### config.mk
export PLATFORM = sky130hd
export DESIGN_NAME = led_pattern_sequencer
export DESIGN_NICKNAME = d
export VERILOG_FILES = /design/src/hw/rtl/lps_pkg.sv /design/src/hw/rtl/lps_ctrl.sv /design/src/hw/rtl/lps_dp.sv /design/src/hw/rtl/led_pattern_sequencer.sv
export SDC_FILE = /design/constraint.sdc
export NUM_CORES = 1
export LEC_CHECK = 0
export BUFFER_PORTS_ARGS = -buffer_cell sky130_fd_sc_hd__buf_2
export CORE_ASPECT_RATIO = 1.5
export CORE_MARGIN = 2
export CORE_UTILIZATION = 25
export CTS_CLUSTER_DIAMETER = 50
export DETAILED_ROUTE_END_ITERATION = 6
export GPL_TIMING_DRIVEN = 0
export PLACE_DENSITY_LB_ADDON = 0.2
export SLEW_MARGIN = 20
export SYNTH_ARGS = -nofsm -noshare
export SYNTH_HDL_FRONTEND = slang
export SYNTH_HIERARCHICAL = 1
export SYNTH_SLANG_ARGS = --single-unit
### constraint.sdc
create_clock -name clk -period 4.4 [get_ports clk]
set_input_delay 0.44 -clock clk [delete_from_list [all_inputs] [get_ports clk]]
set_output_delay 0.44 -clock clk [all_outputs]
set_load 0.01 [all_outputs]
### src/hw/rtl/lps_pkg.sv
// ============================================================================
// lps_pkg - LED pattern sequencer shared types
// Pattern codes, controller states and the command/status bundles.
// ============================================================================
package lps_pkg;

    // word width of the LED frame
    localparam int WordBits = 8;

    typedef enum logic [2:0] {
        FUNC_FLASH  = 3'd0,
        FUNC_FILL   = 3'd1,
        FUNC_EMPTY  = 3'd2,
        FUNC_TRAVEL = 3'd3,
        FUNC_CLIMB  = 3'd4
    } lps_func_t;

    typedef enum logic {
        ST_IDLE,
        ST_RUN
    } lps_state_t;

    // controller -> datapath
    typedef struct packed {
        logic accept;   // capture command beat, apply load
        logic step;     // produce one frame
    } lps_cmd_t;

    // datapath -> controller
    typedef struct packed {
        logic pattern_ok;   // incoming func is a real pattern
        logic out_free;     // output register can take a frame this cycle
        logic final_frame;  // frame of this step closes the command
    } lps_stat_t;

endpackage

### src/hw/rtl/lps_ctrl.sv
// ============================================================================
// lps_ctrl - LED pattern sequencer controller
// Two-state machine: waits for a command beat, then steps frames out if it holds a real pattern.
// ============================================================================
module lps_ctrl
(
    input  logic              clk,
    input  logic              rst_n,
    input  logic              s_axis_tvalid,
    output logic              s_axis_tready,
    input  lps_pkg::lps_stat_t stat,
    output lps_pkg::lps_cmd_t  cmd
);

    lps_pkg::lps_state_t state_reg;
    lps_pkg::lps_state_t state_next;

    always_ff @(posedge clk or negedge rst_n)
    begin
        if (!rst_n)
        begin
            state_reg <= lps_pkg::ST_IDLE;
        end
        else
        begin
            state_reg <= state_next;
        end
    end

    // next state
    always_comb
    begin
        state_next = state_reg;
        unique case (state_reg)
            lps_pkg::ST_IDLE:
            begin
                if (s_axis_tvalid && stat.pattern_ok)
                begin
                    state_next = lps_pkg::ST_RUN;
                end
            end
            lps_pkg::ST_RUN:
            begin
                if (stat.out_free && stat.final_frame)
                begin
                    state_next = lps_pkg::ST_IDLE;
                end
            end
            default: state_next = lps_pkg::ST_IDLE;
        endcase
    end

    // outputs
    always_comb
    begin
        s_axis_tready = 1'b0;
        cmd           = '0;
        unique case (state_reg)
            lps_pkg::ST_IDLE:
            begin
                s_axis_tready = 1'b1;
                cmd.accept    = s_axis_tvalid;
            end
            lps_pkg::ST_RUN:
            begin
                cmd.step = stat.out_free;
            end
            default: cmd = '0;
        endcase
    end

endmodule

### src/hw/rtl/lps_dp.sv
// ============================================================================
// lps_dp - LED pattern sequencer datapath
// Kept LED word, sweep counters, frame generation and output register.
// ============================================================================
module lps_dp
#(
    parameter int LED_COUNT = 8
)
(
    input  logic              clk,
    input  logic              rst_n,
    input  logic [23:0]       s_axis_tdata,
    output logic              m_axis_tvalid,
    input  logic              m_axis_tready,
    output logic [7:0]        m_axis_tdata,
    output logic              m_axis_tlast,
    input  lps_pkg::lps_cmd_t  cmd,
    output lps_pkg::lps_stat_t stat
);

    // usable LEDs: the configured count, never more than the word holds
    localparam int  LimitInt = (LED_COUNT < lps_pkg::WordBits) ? LED_COUNT
                                                                : lps_pkg::WordBits;
    localparam logic [3:0] Limit = 4'(LimitInt);

    // command beat fields
    lps_pkg::lps_func_t in_func;
    logic               in_reverse;
    logic [3:0]         in_width;
    logic               in_load;
    logic [7:0]         in_start;
    logic [3:0]         in_n;

    assign in_func    = lps_pkg::lps_func_t'(s_axis_tdata[2:0]);
    assign in_reverse = s_axis_tdata[3];
    assign in_width   = s_axis_tdata[7:4];
    assign in_load    = s_axis_tdata[8];
    assign in_start   = s_axis_tdata[16:9];
    assign in_n       = (in_width == 4'd0 || in_width > Limit) ? Limit : in_width;

    lps_pkg::lps_func_t func_reg;
    logic               rev_reg;
    logic [3:0]         n_reg;
    logic [7:0]         word_reg, word_next;
    logic [3:0]         outer_reg, outer_next;
    logic [3:0]         inner_reg, inner_next;
    logic               out_valid_reg;
    logic [7:0]         out_leds_reg;
    logic               out_last_reg;

    logic [7:0] frame;
    logic       final_frame;
    logic       pattern_ok;
    logic [3:0] pos_wide;
    logic [7:0] bit_sel;
    logic [7:0] mask;
    logic       sweep_end;

    always_comb
    begin
        case (in_func)
            lps_pkg::FUNC_FLASH, lps_pkg::FUNC_FILL, lps_pkg::FUNC_EMPTY,
            lps_pkg::FUNC_TRAVEL, lps_pkg::FUNC_CLIMB: pattern_ok = 1'b1;
            default:                                   pattern_ok = 1'b0;
        endcase
    end

    assign stat.pattern_ok  = pattern_ok;
    assign stat.out_free    = !out_valid_reg || m_axis_tready;
    assign stat.final_frame = final_frame;

    // bit position of the current sweep step
    assign pos_wide = rev_reg ? (n_reg - 4'd1 - inner_reg) : inner_reg;
    assign bit_sel  = 8'(1) << pos_wide[2:0];
    assign sweep_end = ((inner_reg + 4'd1) == outer_reg);

    always_comb
    begin
        for (int b = 0; b < 8; b++)
        begin
            mask[b] = (4'(b) < n_reg);
        end
    end

    // frame and next counters for one step
    always_comb
    begin
        frame       = word_reg;
        final_frame = 1'b1;
        word_next   = word_reg;
        outer_next  = outer_reg;
        inner_next  = inner_reg;
        case (func_reg)
            lps_pkg::FUNC_FLASH:
            begin
                frame       = word_reg ^ mask;
                word_next   = frame;
                outer_next  = outer_reg + 4'd1;
                final_frame = (outer_reg == 4'd1);
            end
            lps_pkg::FUNC_FILL:
            begin
                if (outer_reg != 4'd0)
                begin
                    frame       = word_reg ^ bit_sel;
                    final_frame = 1'b0;
                    if (sweep_end)
                    begin
                        word_next  = frame;  // last bit of a sweep stays toggled
                        inner_next = 4'd0;
                        outer_next = outer_reg - 4'd1;
                    end
                    else
                    begin
                        inner_next = inner_reg + 4'd1;
                    end
                end
            end
            lps_pkg::FUNC_EMPTY, lps_pkg::FUNC_CLIMB:
            begin
                frame       = word_reg ^ bit_sel;
                word_next   = frame;
                inner_next  = inner_reg + 4'd1;
                final_frame = ((inner_reg + 4'd1) == n_reg);
            end
            lps_pkg::FUNC_TRAVEL:
            begin
                if (inner_reg != n_reg)
                begin
                    frame       = word_reg ^ bit_sel;
                    final_frame = 1'b0;
                    inner_next  = inner_reg + 4'd1;
                end
            end
            default: final_frame = 1'b1;
        endcase
    end

    always_ff @(posedge clk or negedge rst_n)
    begin
        if (!rst_n)
        begin
            word_reg      <= '0;
            outer_reg     <= '0;
            inner_reg     <= '0;
            out_valid_reg <= 1'b0;
        end
        else
        begin
            if (cmd.accept)
            begin
                if (in_load)
                begin
                    word_reg <= in_start;
                end
                outer_reg <= (in_func == lps_pkg::FUNC_FILL) ? in_n : 4'd0;
                inner_reg <= 4'd0;
            end
            else if (cmd.step)
            begin
                word_reg  <= word_next;
                outer_reg <= outer_next;
                inner_reg <= inner_next;
            end

            if (cmd.step)
            begin
                out_valid_reg <= 1'b1;
            end
            else if (m_axis_tready)
            begin
                out_valid_reg <= 1'b0;
            end
        end
    end

    // payload registers
    always_ff @(posedge clk)
    begin
        if (cmd.accept)
        begin
            func_reg <= in_func;
            rev_reg  <= in_reverse;
            n_reg    <= in_n;
        end
        if (cmd.step)
        begin
            out_leds_reg <= frame;
            out_last_reg <= final_frame;
        end
    end

    assign m_axis_tvalid = out_valid_reg;
    assign m_axis_tdata  = out_leds_reg;
    assign m_axis_tlast  = out_last_reg;

endmodule

### src/hw/rtl/led_pattern_sequencer.sv
// ============================================================================
// led_pattern_sequencer - LED pattern sequencer top level
// Takes pattern commands and streams out every displayed LED frame.
// ============================================================================
//
//  channel  | dir | handshake                    | payload
//  ---------+-----+------------------------------+-------------------------------
//  s_axis   | in  | s_axis_tvalid/s_axis_tready  | tdata: func, reverse, width,
//           |     |                              |        load, start_value
//  m_axis   | out | m_axis_tvalid/m_axis_tready  | tdata: leds; tlast: last
//
//  Flow: a command beat is taken first, then one frame per cycle while the
//  output side takes beats (fill over eight LEDs: 37 frames); the frame
//  counters of the datapath set the frame count. Unused pattern codes give
//  no frames.
//  Reset: rst_n clears the kept LED word, the counters and the output valid.
//  Stalls: a low m_axis_tready holds the frame in the output register and
//  freezes stepping; s_axis_tready is high only between commands.
//
module led_pattern_sequencer
#(
    parameter int LED_COUNT = 8
)
(
    input  logic        clk,
    input  logic        rst_n,
    input  logic        s_axis_tvalid,
    output logic        s_axis_tready,
    input  logic [23:0] s_axis_tdata,   // [2:0] func, [3] reverse, [7:4] width,
                                        // [8] load, [16:9] start_value, rest 0
    output logic        m_axis_tvalid,
    input  logic        m_axis_tready,
    output logic [7:0]  m_axis_tdata,   // [7:0] leds
    output logic        m_axis_tlast
);

    lps_pkg::lps_cmd_t  cmd;
    lps_pkg::lps_stat_t stat;

    // sequencing: idle / run
    lps_ctrl u_ctrl
    (
        .clk           (clk),
        .rst_n         (rst_n),
        .s_axis_tvalid (s_axis_tvalid),
        .s_axis_tready (s_axis_tready),
        .stat          (stat),
        .cmd           (cmd)
    );

    // LED word, sweep counters, output register
    lps_dp #(
        .LED_COUNT (LED_COUNT)
    ) u_dp
    (
        .clk           (clk),
        .rst_n         (rst_n),
        .s_axis_tdata  (s_axis_tdata),
        .m_axis_tvalid (m_axis_tvalid),
        .m_axis_tready (m_axis_tready),
        .m_axis_tdata  (m_axis_tdata),
        .m_axis_tlast  (m_axis_tlast),
        .cmd           (cmd),
        .stat          (stat)
    );

endmodule

==> flow_metrics.env <==
export IMPL_clkPwrFrac=0.159
export IMPL_cp_end_kind="flip-flop"
export IMPL_clkSinkCount=35
export IMPL_io_pins=39
export IMPL_r2r_end="u_dp/m_axis_tdata[2]"
export IMPL_grt_pass1_vias=2265
export IMPL_dr_pass1_iters=4
export IMPL_ys_async_sr_fraction=0.514
export IMPL_synth_adder_area_share=0.0362
export IMPL_yosysWarningCount=6
export IMPL_initial_core_util=0.258
export IMPL_syn_inst=290
export IMPL_start_kind="flip-flop"
export IMPL_worst_pin_slew_ns=0.949
export IMPL_seqCellArea_um2=961
export IMPL_netSwitchingFraction=0.439
export IMPL_ant_nets=0
export IMPL_syn_area_um2=2630
export IMPL_dp_hpwl_um=5480
export IMPL_drive_gt1_frac=0.185
export IMPL_ir_worst_vdd_mv=0.165
export IMPL_path_cells="buf_2 -> inv_1 -> ha_1 -> fa_1 -> xnor2_2 -> a21oi_1 -> a211oi_2 -> o21ai_0 -> a221o_1"
export IMPL_critPathKind="flip-flop to flip-flop"
export IMPL_clk_pin_slew_ns=0.05
export IMPL_yosys_area_share_simple=0.196
export IMPL_p_int_uw=1200
export IMPL_track_usage=0.137
export IMPL_cts_tree="done"
export IMPL_slowest_stage="fa_1"
export IMPL_worst_path_buf_inv=2
export IMPL_worst_ep_required_time_ns=4.43
export IMPL_ys_seq_elements=35
export IMPL_gpl_final_weighted_congestion=0.794
export IMPL_totalWireLength_um=7140
export IMPL_cpPeakStageDelay_ns=0.44
export IMPL_reg2reg_depth=9
export IMPL_ys_seq_area_frac=0.366
export IMPL_crit_start="u_dp/inner_reg[0]"
export IMPL_utilization=0.304
export IMPL_syn_avg_cell_area_um2=9.05
export IMPL_row_count=45
export IMPL_multi_input_area_um2=1520
export IMPL_maxSlewViolCount=0
export IMPL_p_seq_frac=0.300
export IMPL_dieArea_um2=11400
export IMPL_synthDistinctLibCells=68
export IMPL_p_sw_uw=937
export IMPL_numCtsBuffers=5
export IMPL_antennaDiodeCount=0
export IMPL_setup_tns_ns=0
export IMPL_arrival_ns=2.93
export IMPL_synth_edf_count=17
export IMPL_power_frac_comb=0.541
export IMPL_portBuffers=31
export IMPL_die_x_um=87.7
export IMPL_setup_viol=0
export IMPL_drv_cap=0
export IMPL_area_growth_pct=17.9
export IMPL_cts_setup_buffers=0
export IMPL_vias=2261
export IMPL_cts_buffer_depth=2
export IMPL_relSlewSlack=0.362
export IMPL_first_iter_violations=75
export IMPL_synth_top_family_by_area="compound AO/OA/AOI/OAI gates"
export IMPL_wl_per_cell_um=15.2
export IMPL_synth_ff_type="dfrtp_1"
export IMPL_gr_total_overflow=0
export IMPL_fmax_mhz=345
export IMPL_synth_compound_area_frac=0.237
export IMPL_cts_resized=0
export IMPL_reg2reg_from="u_dp/inner_reg[0]"
export IMPL_die_y_um=130
export IMPL_synthMuxAreaShare=0.00810
export IMPL_cts_hold_buf=0
export IMPL_worstSkewPairLatency_ns=0.28
export IMPL_clock_skew_ns=0.00413
export IMPL_reg2reg_slack_ns=1.50
export IMPL_path_max_fanout=8
export IMPL_drc=0
export IMPL_finalCritPeriodShare=0.659
export IMPL_hold_violations=0
export IMPL_coreArea_um2=10200
export IMPL_cts_root_buf="clkbuf_16"
export IMPL_hold_class="primary input to asynchronous set/reset pin"
export IMPL_nFillCells=1099
export IMPL_avgViaCountPerCell=4.81
export IMPL_antenna_found_initial=0
export IMPL_period_needed_ns=2.90
export IMPL_status="complete, no violations"
export IMPL_htreeDepth=2
export IMPL_cp_top_family="compound AO/OA/AOI/OAI gates"
export IMPL_synthXorXnorAreaFrac=0.103
export IMPL_syn_nets=325
export IMPL_finalNetCount=363
export IMPL_grt_pass1_wl_um=11800
export IMPL_grt_max_degree=19
export IMPL_power_density_nw_per_um2=691
export IMPL_rsz0062_at_grt="no"
export IMPL_power_leakage_uw=0.00123
[cell usage after synthesis (all sizes together) (2+ instances only)]
master  instances  area [µm²]
nand2          20        75.1
nor4            2        12.5
edfxtp         17         510
a21oi          17        85.1
o22ai           4        25.0
inv            14        52.6
and3            2        12.5
nand3          10        55.1
a21o            4        30.0
a211oi          5        42.5
a311oi          2        17.5
or4             2        15.0
nor2           22        82.6
a221o           2        20.0
xnor2          19         174
a22o            3        26.3
clkbuf          7        26.3
o21ai          26         130
or3             2        12.5
and2            4        26.3
o211ai          2        15.0
xor2           11        96.3
o31ai           4        35.0
nand2b          5        31.3
dfrtp          18         450
nor3b           3        27.5
nor3            8        40.0
ha              6        75.1
buf             9        58.8
o311ai          3        33.8
nor2b           5        31.3
or3b            3        28.8
a22oi           3        27.5
o21a            4        30.0
a31oi           3        25.0
[power groups by stage]
stage          sequential [µW]  combinational, µW  clock, µW
2_1_floorplan              646                848          0
3_3_place_gp               646               1150          0
3_5_place_dp               650               1160          0
4_1_cts                    643               1170        353
5_1_grt                    669               1300        369
6_report                   642               1160        339
[per-layer routing]
metal,wire [µm],GRT usage,up-vias
met5,0,0,-
met4,357,0.0824,0
met3,202,0.0261,19
met2,3730,0.242,47
met1,2840,0.149,1059
li1,-,-,1136
[metrics by stage]
stage	setup slack, ns	total power (µW)	hold slack, ns	instance area [µm²]	instances
2_1_floorplan	1.93	1490	0.144	2630	290
3_3_place_gp	1.51	1800	0.445	2960	462
3_5_place_dp	1.52	1810	0.441	2960	462
4_1_cts	1.51	2170	0.138	3090	470
5_1_grt	1.29	2340	0.155	3090	470
6_report	1.50	2140	0.116	3090	470
[layout by cell type, fill, tap and decap left out, types with 6 or more instances in the layout]
cell type	instances
nor3_1	8
clkbuf_1	9
nand3_1	9
nand2_1	20
o21ai_1	13
xnor2_1	18
inv_1	14
a21oi_1	17
dfrtp_1	18
buf_2	36
ha_1	6
edfxtp_1	17
o21ai_0	13
nor2_1	22
xor2_1	11
[logic make-up after synthesis]
kind of cell             Yosys count
AO/OA/AOI/OAI                     89
flip-flops                        35
multiplexers                       2
buffers and inverters             31
XOR/XNOR                          30
AND/OR/NAND/NOR                   96
adder cells (fa/ha/maj)            7
[how the worst max path moves through the flow]
stage | endpoint | slack [ns] | cells past startpoint
5_1_grt | u_dp/m_axis_tdata[2] | 1.29 | 9
2_1_floorplan | u_dp/m_axis_tdata[0] | 1.93 | 8
3_5_place_dp | u_dp/m_axis_tdata[2] | 1.52 | 9
4_1_cts | u_dp/m_axis_tdata[2] | 1.51 | 9
3_3_place_gp | u_dp/m_axis_tdata[2] | 1.51 | 9
6_report | u_dp/m_axis_tdata[2] | 1.50 | 9
[layout make-up]
| type | instances | share of cell area |
|---|---|---|
| Buffer | 16 | 0.0275 |
| Sequential cell | 35 | 0.311 |
| Timing Repair Buffer | 31 | 0.0501 |
| Inverter | 15 | 0.0182 |
| Clock buffer | 7 | 0.0429 |
| Tap cell | 141 | 0.0570 |
| Multi-Input combinational cell | 224 | 0.492 |
| Clock inverter | 1 | 0.00162 |
(Power assumes the default switching activity.)
